File: config.mk
export PLATFORM = sky130hd
export DESIGN_NAME = priority_task_scheduler
export DESIGN_NICKNAME = d
export VERILOG_FILES = /design/src/sv/pts_pkg.sv /design/src/sv/pts_cell.sv /design/src/sv/priority_task_scheduler.sv
export SDC_FILE = /design/constraint.sdc
export NUM_CORES = 1
export LEC_CHECK = 0
export ABC_AREA = 1
export BUFFER_PORTS_ARGS = -buffer_cell sky130_fd_sc_hd__clkbuf_2
export CORE_ASPECT_RATIO = 2
export CORE_MARGIN = 3
export CORE_UTILIZATION = 39
export DETAILED_ROUTE_END_ITERATION = 10
export HOLD_SLACK_MARGIN = 0.12
export SLEW_MARGIN = 10
export SYNTH_ARGS = -nofsm -noshare
export SYNTH_HDL_FRONTEND = slang
export SYNTH_HIERARCHICAL = 1
export SYNTH_SLANG_ARGS = --single-unit
File: constraint.sdc
create_clock -name clk -period 5.3 [get_ports clk]
set_input_delay 1.06 -clock clk [delete_from_list [all_inputs] [get_ports clk]]
set_output_delay 1.06 -clock clk [all_outputs]
set_load 0.01 [all_outputs]
File: src/sv/pts_pkg.sv
// Shared types and constants for the priority task scheduler.
package pts_pkg;

    localparam int SLOT_W  = 3;
    localparam int PRIO_W  = 4;
    localparam int DELAY_W = 17;

    typedef enum logic [2:0] {
        CMD_CREATE = 3'd0,
        CMD_START  = 3'd1,
        CMD_TICK   = 3'd2,
        CMD_DELAY  = 3'd3,
        CMD_TERM   = 3'd4
    } cmd_t;

    typedef enum logic [1:0] {
        ST_READY = 2'd0,
        ST_DELAY = 2'd1,
        ST_RUN   = 2'd2,
        ST_TERM  = 2'd3
    } status_t;

    // Operation applied to every cell in one sweep pass.
    typedef enum logic [2:0] {
        OP_NONE   = 3'd0,
        OP_SCAN   = 3'd1,
        OP_INSERT = 3'd2,
        OP_TICK   = 3'd3,
        OP_PICK   = 3'd4,
        OP_SETRUN = 3'd5
    } op_t;

    typedef struct packed {
        logic [2:0]          cmd;
        logic [PRIO_W-1:0]   prio_level;
        logic [15:0]         delay_ticks;
    } in_item_t;

    typedef struct packed {
        logic                create_ok;
        logic [SLOT_W-1:0]   new_task;
        logic                running_valid;
        logic [SLOT_W-1:0]   running_task;
        logic                switched;
        logic                start_fresh;
    } out_item_t;

    // Beat passed along the chain from cell to cell.
    typedef struct packed {
        logic                active;
        op_t                 op;
        logic [5:0]          idx;
        logic [PRIO_W-1:0]   prio;
        logic [7:0]          pos;
        logic [PRIO_W-1:0]   lowest;
        logic                found;
        logic [7:0]          best_rank;
        logic [5:0]          best_idx;
        logic [5:0]          tgt;
        logic [1:0]          tgt_status;
        logic [DELAY_W-1:0]  tgt_delay;
        logic                fresh;
    } link_t;

endpackage

File: src/sv/pts_cell.sv
// One task slot cell: holds the slot fields and acts on the beat passing by.
module pts_cell
    import pts_pkg::*;
#(
    parameter int IDX_W = 3
)
(
    input  logic              clk,
    input  logic              rst_n,
    input  logic [IDX_W-1:0]  my_idx,
    input  logic [IDX_W:0]    count,
    input  link_t             link_in,
    output link_t             link_out
);

    logic [PRIO_W-1:0]    prio_reg;
    logic [1:0]           status_reg;
    logic [DELAY_W-1:0]   delay_reg;
    logic                 first_reg;
    logic [IDX_W-1:0]     rank_reg;
    link_t                link_reg;
    logic                 link_out_active_reg;

    logic                 filled;
    logic                 is_me;
    link_t                link_next;
    logic [PRIO_W-1:0]    prio_next;
    logic [1:0]           status_next;
    logic [DELAY_W-1:0]   delay_next;
    logic                 first_next;
    logic [IDX_W-1:0]     rank_next;

    assign filled = {1'b0, my_idx} < count;
    assign is_me  = link_in.tgt[IDX_W-1:0] == my_idx && link_in.tgt[5:IDX_W] == '0;

    // Apply the pass operation to this slot and update the beat
    always_comb
    begin
        link_next   = link_in;
        prio_next   = prio_reg;
        status_next = status_reg;
        delay_next  = delay_reg;
        first_next  = first_reg;
        rank_next   = rank_reg;
        if (link_in.active)
        begin
            case (link_in.op)
                OP_SCAN:
                begin
                    if (filled)
                    begin
                        if (prio_reg < link_in.lowest)
                            link_next.lowest = prio_reg;
                        if (prio_reg <= link_in.prio)
                            link_next.pos = link_in.pos + 8'd1;
                    end
                end
                OP_INSERT:
                begin
                    if (filled && 8'(rank_reg) >= link_in.pos)
                        rank_next = rank_reg + 1'b1;
                    if (is_me)
                    begin
                        prio_next   = link_in.prio;
                        status_next = ST_READY;
                        delay_next  = '0;
                        first_next  = 1'b1;
                        rank_next   = link_in.pos[IDX_W-1:0];
                    end
                end
                OP_TICK:
                begin
                    if (filled && status_reg == ST_DELAY)
                    begin
                        if (delay_reg <= DELAY_W'(1))
                        begin
                            delay_next  = '0;
                            status_next = ST_READY;
                        end
                        else
                            delay_next = delay_reg - 1'b1;
                    end
                    if (filled && is_me && link_in.fresh && status_reg == ST_RUN)
                        status_next = ST_READY;
                end
                OP_PICK:
                begin
                    if (filled && status_reg == ST_READY &&
                        (!link_in.found || 8'(rank_reg) > link_in.best_rank))
                    begin
                        link_next.found     = 1'b1;
                        link_next.best_rank = 8'(rank_reg);
                        link_next.best_idx  = 6'(my_idx);
                    end
                end
                OP_SETRUN:
                begin
                    if (is_me)
                    begin
                        status_next = link_in.tgt_status;
                        if (link_in.tgt_status == ST_DELAY)
                            delay_next = link_in.tgt_delay;
                        if (link_in.tgt_status == ST_RUN)
                        begin
                            link_next.fresh = first_reg;
                            first_next      = 1'b0;
                        end
                    end
                end
                default:
                begin
                end
            endcase
        end
    end

    // Hold slot payload
    always_ff @(posedge clk)
    begin
        prio_reg   <= prio_next;
        status_reg <= status_next;
        delay_reg  <= delay_next;
        first_reg  <= first_next;
        rank_reg   <= rank_next;
        link_reg   <= link_next;
    end

    // Pass beat valid to the neighbor
    always_ff @(posedge clk or negedge rst_n)
    begin
        if (!rst_n)
            link_out_active_reg <= 1'b0;
        else
            link_out_active_reg <= link_next.active;
    end

    always_comb
    begin
        link_out        = link_reg;
        link_out.active = link_out_active_reg;
    end

endmodule

File: src/sv/priority_task_scheduler.sv
// Top level: command sequencer, config register and the chain of slot cells.
//
//  channel | handshake              | payload
//  cmd     | start / busy           | cmd_in (in_item_t)
//  result  | done strobe, no stall  | result (out_item_t)
//  config  | APB write/read         | idle_priority at address 0
//
// Each command takes up to three passes down the chain of MAX_TASKS cells:
// a create or start scans then inserts, a tick counts down then picks then
// marks the chosen slot if there is one, a delay or terminate takes one pass,
// and a command with nothing to do takes none. busy holds for the whole command;
// done strobes in the cycle busy drops, and a new beat is accepted only while idle.
// The receiver cannot stall done; rst_n clears control state, slots are undefined.
module priority_task_scheduler
    import pts_pkg::*;
#(
    parameter int MAX_TASKS = 8
)
(
    input  logic        clk,
    input  logic        rst_n,
    input  logic        start,
    output logic        busy,
    input  in_item_t    cmd_in,
    output logic        done,
    output out_item_t   result,
    input  logic        psel,
    input  logic        penable,
    input  logic        pwrite,
    input  logic [0:0]  paddr,
    input  logic [31:0] pwdata,
    output logic [31:0] prdata,
    output logic        pready
);

    localparam int IDX_W = (MAX_TASKS > 1) ? $clog2(MAX_TASKS) : 1;

    typedef enum logic [2:0] {
        S_IDLE, S_PASS1, S_PASS2, S_PASS3, S_DONE
    } state_t;

    state_t             state_reg;
    in_item_t           item_reg;
    logic [3:0]         idle_prio_reg;
    logic [IDX_W:0]     count_reg;
    logic [IDX_W-1:0]   run_slot_reg;
    logic               run_present_reg;
    logic               started_reg;
    logic [IDX_W-1:0]   idle_slot_reg;
    logic               ok_reg;
    logic [IDX_W-1:0]   new_reg;
    logic               sw_reg;
    logic [5:0]         wait_reg;
    link_t              head_reg;
    out_item_t          result_reg;
    logic               done_reg;

    link_t              chain [MAX_TASKS+1];
    link_t              tail;
    logic               full;

    assign chain[0] = head_reg;
    assign tail     = chain[MAX_TASKS];
    assign full     = count_reg >= (IDX_W+1)'(MAX_TASKS);

    // Row of slot cells
    for (genvar g = 0; g < MAX_TASKS; g++)
    begin : g_cell
        pts_cell #(.IDX_W(IDX_W)) u_cell (
            .clk      (clk),
            .rst_n    (rst_n),
            .my_idx   (IDX_W'(g)),
            .count    (count_reg),
            .link_in  (chain[g]),
            .link_out (chain[g+1])
        );
    end

    // APB: always ready, idle_priority at address 0
    assign pready = 1'b1;
    assign prdata = (paddr == 1'b0) ? {28'd0, idle_prio_reg} : 32'd0;
    assign busy   = state_reg != S_IDLE;
    assign done   = done_reg;
    assign result = result_reg;

    always_ff @(posedge clk or negedge rst_n)
    begin
        if (!rst_n)
            idle_prio_reg <= '0;
        else if (psel && penable && pwrite && paddr == 1'b0)
            idle_prio_reg <= pwdata[3:0];
    end

    function automatic link_t mk_link(op_t op, logic [5:0] tgt);
        link_t l;
        l            = '0;
        l.active     = 1'b1;
        l.op         = op;
        l.tgt        = tgt;
        l.lowest     = '1;
        return l;
    endfunction

    // Sequencer: issue passes, wait for them to leave the chain, report
    always_ff @(posedge clk or negedge rst_n)
    begin
        if (!rst_n)
        begin
            state_reg       <= S_IDLE;
            item_reg        <= '0;
            count_reg       <= '0;
            run_slot_reg    <= '0;
            run_present_reg <= 1'b0;
            started_reg     <= 1'b0;
            idle_slot_reg   <= '0;
            done_reg        <= 1'b0;
            result_reg      <= '0;
            head_reg        <= '0;
            wait_reg        <= '0;
            ok_reg          <= 1'b0;
            new_reg         <= '0;
            sw_reg          <= 1'b0;
        end
        else
        begin
            done_reg        <= 1'b0;
            head_reg.active <= 1'b0;
            unique case (state_reg)
                S_IDLE:
                begin
                    if (start)
                    begin
                        item_reg <= cmd_in;
                        ok_reg   <= 1'b0;
                        new_reg  <= '0;
                        sw_reg   <= 1'b0;
                        wait_reg <= 6'(MAX_TASKS);
                        state_reg <= S_DONE;
                        case (cmd_in.cmd)
                            CMD_CREATE, CMD_START:
                            begin
                                if (cmd_in.cmd == CMD_START)
                                    started_reg <= 1'b1;
                                if (!full)
                                begin
                                    head_reg      <= mk_link(OP_SCAN, '0);
                                    head_reg.prio <= (cmd_in.cmd == CMD_START) ?
                                        idle_prio_reg : cmd_in.prio_level;
                                    state_reg <= S_PASS1;
                                end
                                else if (cmd_in.cmd == CMD_START)
                                    idle_slot_reg <= IDX_W'(count_reg - 1'b1);
                            end
                            CMD_TICK:
                            begin
                                if (started_reg)
                                begin
                                    head_reg       <= mk_link(OP_TICK, 6'(run_slot_reg));
                                    head_reg.fresh <= run_present_reg;
                                    state_reg      <= S_PASS2;
                                end
                            end
                            CMD_DELAY, CMD_TERM:
                            begin
                                if (run_present_reg)
                                begin
                                    head_reg <= mk_link(OP_SETRUN, 6'(run_slot_reg));
                                    head_reg.tgt_status <= (cmd_in.cmd == CMD_DELAY) ?
                                        ST_DELAY : ST_TERM;
                                    head_reg.tgt_delay <= DELAY_W'(cmd_in.delay_ticks) +
                                        DELAY_W'(1);
                                end
                            end
                            default:
                            begin
                            end
                        endcase
                    end
                end
                S_PASS1:
                begin
                    // scan done: launch insert at the computed rank
                    if (tail.active)
                    begin
                        head_reg      <= mk_link(OP_INSERT, 6'(count_reg));
                        head_reg.prio <= tail.prio;
                        head_reg.pos  <= (count_reg != '0 && tail.prio > tail.lowest) ?
                            tail.pos : 8'd0;
                        ok_reg    <= 1'b1;
                        new_reg   <= IDX_W'(count_reg);
                        if (item_reg.cmd == CMD_START)
                            idle_slot_reg <= IDX_W'(count_reg);
                        count_reg <= count_reg + 1'b1;
                        wait_reg  <= 6'(MAX_TASKS);
                        state_reg <= S_DONE;
                    end
                end
                S_PASS2:
                begin
                    // countdown done: pick the top ready slot
                    if (tail.active)
                    begin
                        head_reg  <= mk_link(OP_PICK, '0);
                        state_reg <= S_PASS3;
                    end
                end
                S_PASS3:
                begin
                    if (tail.active)
                    begin
                        wait_reg  <= 6'(MAX_TASKS);
                        state_reg <= S_DONE;
                        if (tail.found || run_present_reg)
                        begin
                            head_reg <= mk_link(OP_SETRUN,
                                tail.found ? tail.best_idx : 6'(idle_slot_reg));
                            head_reg.tgt_status <= ST_RUN;
                            run_slot_reg <= tail.found ? tail.best_idx[IDX_W-1:0] :
                                idle_slot_reg;
                            run_present_reg <= 1'b1;
                            sw_reg <= 1'b1;
                        end
                    end
                end
                S_DONE:
                begin
                    // the last beat sits at the chain tail when the wait runs out
                    wait_reg <= wait_reg - 1'b1;
                    if (wait_reg == 6'd0)
                    begin
                        done_reg                 <= 1'b1;
                        result_reg.create_ok     <= ok_reg;
                        result_reg.new_task      <= SLOT_W'(new_reg);
                        result_reg.running_valid <= run_present_reg;
                        result_reg.running_task  <= run_present_reg ?
                            SLOT_W'(run_slot_reg) : '0;
                        result_reg.switched      <= sw_reg;
                        result_reg.start_fresh   <= sw_reg & tail.fresh;
                        state_reg <= S_IDLE;
                    end
                end
                default:
                    state_reg <= S_IDLE;
            endcase
        end
    end

`ifndef NO_ASSERTIONS
    // Task count never exceeds the table size
    a_count: assert property (@(posedge clk) disable iff (!rst_n)
        count_reg <= (IDX_W+1)'(MAX_TASKS))
        else $error("task count overflow");
    // A result strobe always ends a busy period
    a_done: assert property (@(posedge clk) disable iff (!rst_n)
        done |-> !busy)
        else $error("result while busy");
    // Running slot always refers to a filled slot
    a_run: assert property (@(posedge clk) disable iff (!rst_n)
        run_present_reg |-> ({1'b0, run_slot_reg} < count_reg))
        else $error("running slot not filled");
`endif

endmodule
* Word-level counts from Yosys, hierarchy flattened
Cells that the tools add are included.
Word-level totals: register bits after elaboration 773, input bits 62, output and inout port bits 45
Cells by class: mux-type cells 278, bitwise logic cells 2, order comparisons 50, equality and inequality tests 159, reductions and logical operators 189, $add $sub $neg 28
Operator list (count):
- $mux W17 | 40
- $mux W67 | 8
- $pmux W17 S3 | 8
- $pmux W67 S4 | 1
- $mux W15 | 16
- $mux W27 | 8
- $pmux W67 S3 | 1
- $mux W12 | 16
- $le A17 B1 Y1 const B | 8
- $sub A17 B1 Y17 const B | 8
- $mux W3 | 32
- $reduce_and A6 Y1 | 16
- $ne A2 B1 Y1 const B | 45
- $mux W2 | 41
- $mux W8 | 9
- $logic_and A1 B1 Y1 | 68
- $eq A3 B2 Y1 const B | 22
- $eq A3 B3 Y1 const B | 22
- $add A8 B1 Y8 const B | 8
- $ge A3 B8 Y1 | 8
- $gt A3 B8 Y1 | 8
- $mux W1 | 62
- $reduce_and A3 Y1 | 19
- $ne A3 B1 Y1 const B | 16
- 41 further kinds | 216

* Depth between registers and ports, before layout
word-level depth 7, mapped depth 14, gate-level depth less buffers 14

* By module
Netlist, hierarchy kept.
By module, submodules not included:
- pts_cell at g_cell[0].u_cell ... | cells an instance 429, area an instance 3956.3 um^2, instances 6
- priority_task_scheduler | cells an instance 611, area an instance 4692.0 um^2, instances 1
- pts_cell at g_cell[7].u_cell | cells an instance 441, area an instance 3971.3 um^2, instances 1
- pts_cell at g_cell[6].u_cell | cells an instance 422, area an instance 3834.9 um^2, instances 1

* Least setup slack after synthesis
OpenSTA, ideal clock, no wires.
path kind reg2reg, from reg count_reg[1], to reg g_cell[4].u_cell.delay_reg[0], enable pin, library setup time 390 ps, path slack 2825 ps, stages on the path, launching flop included 10, arrival 2085 ps, period minus slack after synthesis 2475 ps, path through dfrtp_1 > inv_1 > ha_1 > nand2_1 > nand2_1 > nand2_1 > nand2_1 > o21ai_0 > nand2_1 > nor2_1
Between the ends: longest elaborated chain between the ends 4
RTL lines:
- from (decl) | line priority_task_scheduler.sv:45 | logic [IDX_W:0] count_reg;
- from (signal assigned) | line priority_task_scheduler.sv:193 | count_reg <= count_reg + 1'b1;
- $lt A3 B4 Y1 | line pts_cell.sv:33 | assign filled = {1'b0, my_idx} < count;
- $logic_and A1 B1 Y1 | line pts_cell.sv:73 | if (filled && status_reg == ST_DELAY)
- $ne A2 B1 Y1 (no line)
- $reduce_and A6 Y1 (no line)
- to (signal assigned) | line pts_cell.sv:122 | delay_reg <= delay_next;
- to (decl) | line pts_cell.sv:18 | logic [DELAY_W-1:0] delay_reg;
Every way passes these cells. A chain may end at the register's enable or synchronous reset.

==> results.md <==
- The flow ran to the end, and the final reports show no timing, DRC or antenna violations.
- Across the VDD grid, the largest voltage drop is 0.000228 V.
- The type of the setup path with the least slack is reg -> reg.
- The H-tree was split into 3 levels.
- The routed design uses about 2600 um of met3 wire.
- The largest net degree at the start of global routing is 44.
- The worst max-slew margin expressed relative to the limit is 30.3%.
- Of the available clock period, the critical path in the final layout requires a little under three fifths.
- The critical path startpoint is count_reg[1].
- The setup total negative slack is 0 ps.
- The iteration count of the initial detailed-routing pass is 5.
- Data on the critical path is required at its endpoint by 5790 ps.
- The longest clock path from root to sink contains 3 buffers.
- The horizontal extent of the die is ~220 um.
- After detailed routing, the average wire length per cell comes to between 15 and 20 um.
- The clock tree from TritonCTS is done.
- The final setup slack of the worst path is around 2300 ps.
- The standard-cell row count is 153.
- The die is between 400 and 500 um tall.
- The startpoint identified for the worst register-to-register timing path is count_reg[1].
- The share of post-route cells with drive strength above 1 is 9.44%.
- Global routing finished with a remaining overflow of 0.
- The die covers slightly above 0.09 mm^2.
- The later-pin clock latency in the skew report is 620 ps.
- On the final layout, the worst hold slack is approximately 340 ps.
- For this block, the routed nets add up to between 80,000 and 90,000 um of wire.
- STA classifies the critical path startpoint as a flip-flop.
- The final-report hold violation count was 0.
- Dividing total power by cell area gives a power density of around 390 mW/mm^2.
- The count of mapped cells out of synthesis is about 4,000.
- The total standard cell area after synthesis is about 0.034 mm^2.
- The highest metal layer carrying signal wires in the routed design is met5.
- The wire length on met1 is 27,500 um.
- The maximum achievable frequency is between 0.3 and 0.4 GHz.
- In this run the worst path has a maximum fanout of 13.
- For this design the static power due to leakage is 17.2 nW.
- Setup repair after global routing left no endpoint under its margin.
- The net count of the finished layout is between 4,000 and 5,000.
- After clock tree synthesis, the clock-pin slew on the worst setup and hold paths is approximately 70 ps.
- The number of gates resized after CTS is 0.
- In this run the worst hold path is classified as reg -> reg.
- The number of placed instances with taps included is roughly 5,200.
- For this configuration, the core starts out at a cell density of about two fifths.
- The root buffer cell chosen for the clock tree is clkbuf_16.
- The via total after detailed routing is between 20,000 and 30,000.
- The part of the power in the clock network is roughly a third.
- The number of antenna violations at the first check in global routing is 3.
- The count of warnings emitted by yosys is 6.
- The per-cell via count in the routed design is around 4.7.
- The number of input and output port buffers inserted is slightly below 50.
- The placed standard-cell area is approximately 0.036 mm^2.
- The I/O pin count is roughly 110.
- In this run, the number of DRC markers left after iteration 0 of detailed routing was 1,120.
- The number of setup violations in the final report is 0.
- The number of global-route vias before repair was around 25,000.
- The CTS buffer count is 67.
- The floorplan core area is ~0.087 mm^2.
- The number of buffers inserted by hold repair at cts is 0.
- The first global-routing pass estimated 130,000 um of wire.
- The post-route core utilization is between 40 and 50%.
- The share of total power dissipated in sequential elements is between 40 and 50%.
- The routed design could run at a clock period as short as between 2000 and 3000 ps.
- Prior to clock tree synthesis, the placed netlist has a worst setup slack of ~2300 ps.
- For this design the total switching power over the nets is approximately 4.5 mW.
- The clock arrives with between 20 and 30 ps of skew.
- The final non-filler cell total is approximately 5,300.
- The congestion estimate from routability-driven global placement came to 0.926.
- The fraction of power spent switching nets is roughly 30%.
- Internal power comes to 10.5 mW.
- The post-layout instance area is 0.0385 mm^2.
- The data arrival time at the worst-slack endpoint is between 3000 and 4000 ps.
- The final HPWL from detailed placement is ~66,000 um.
- The flip-flop count of the largest register after layout is between 400 and 500.
- The post-CTS setup-driven buffer insertion count is 0.
- Compared with the post-synthesis result, the final layout area differs by 11.7%.
- Max-cap violations in this run came to 0.
- Combinational cells account for between 10% and 20% of the total power.
- In the routed design, unresolved DRC markers number 0.
- Detailed routing placed a total of around 48,000 um of wire on met2.
- Once detail routing completed, the nets flagged for antenna violations numbered 0.
- In this run the most critical hold path is launched from g_cell[1].u_cell/link_out[24].
- The synthesized area divided by synthesized cell count is 8.73 um^2.
- The tree built by TritonCTS fans out to 755 sinks.
- The design draws around 15 mW.
- For the pin with the worst max-slew slack, the measured transition is between 1000 and 1500 ps.
- The final count of pins violating max slew is 0.
- STA classifies the critical path endpoint as a flip-flop.
- The filler cells instantiated in the layout total just under 9,000.
- The total routing usage reported by global routing is between 10% and 20%.
-- area by class of cell --
class / instances / area (um^2) / area share, %
well taps: 1162 / 1450 / 3.77
inverters: 541 / 2030 / 5.28
flip-flops and latches: 755 / 17800 / 46.1
clock buffers: 91 / 1920 / 4.99
repair buffers: 62 / 345 / 0.896
multi-input cells: 2692 / 14600 / 37.8
diodes: 2 / 5.00 / 0.0130
clock inverters: 33 / 464 / 1.20
-- routing by layer --
metal / global-route usage, % / vias to the layer above
li1: - / 12800
met1: 16.1 / 11500
met2: 37.6 / 498
met3: 2.27 / 199
met4: 9.92 / 2
met5: 0 / -
-- power groups by stage --
stage                     combinational, mW  sequential, mW  clock, mW
after floorplan                        1.92            7.12          0
after global placement                 2.49            7.37          0
after detailed placement               2.53            7.38          0
after CTS                              2.54            7.25       5.38
after global routing                   2.86            7.33       5.59
final                                  2.51            7.24       5.24
-- placed cells by master, fill, tap and decap left out, types with 7 or more instances in the layout --
master,instances
nand2_1,961
inv_1,515
dfxtp_1,444
nor2_1,375
nand3_1,220
edfxtp_1,216
o21ai_0,170
ha_1,162
xor2_1,138
conb_1,117
dfrtp_1,95
clkbuf_16,71
a21oi_1,66
a21boi_0,63
o21ai_2,61
nor3_1,51
xnor2_1,49
clkbuf_2,48
nand4_1,40
o21ai_1,38
nor2_2,35
nand2_2,33
nor3_2,33
inv_2,17
buf_4,14
clkbuf_1,13
clkinv_2,12
nor3b_1,12
nor2_4,11
nand3_2,11
or2_2,11
and2_1,10
bufinv_16,10
clkinv_1,9
clkbuf_8,7
-- worst paths after layout --
| path | to | slack (ps) | depth (start not counted) |
|---|---|---|---|
| setup / recovery | g_cell[5].u_cell/link_out[32] | 2330 | 10 |
| hold / removal | g_cell[2].u_cell/link_out[24] | 340 | 0 |
| setup reg to reg | g_cell[5].u_cell/link_out[32] | 2330 | 10 |
| hold reg to reg | g_cell[2].u_cell/link_out[24] | 340 | 0 |
| max in group asynchronous | result[7] | 4000 | 2 |
| min in group asynchronous | chain[547] | 380 | 1 |
-- critical path: stages, from the launching register on --
cell	delay, ps
dfrtp_1	800
inv_1	110
ha_1	300
nand2_1	70
nand2_1	50
nand2_1	70
nand2_1	150
nor3_2	750
nand2_2	330
nand2_1	130
o21ai_1	70
Power figures use the tool's default switching activity.
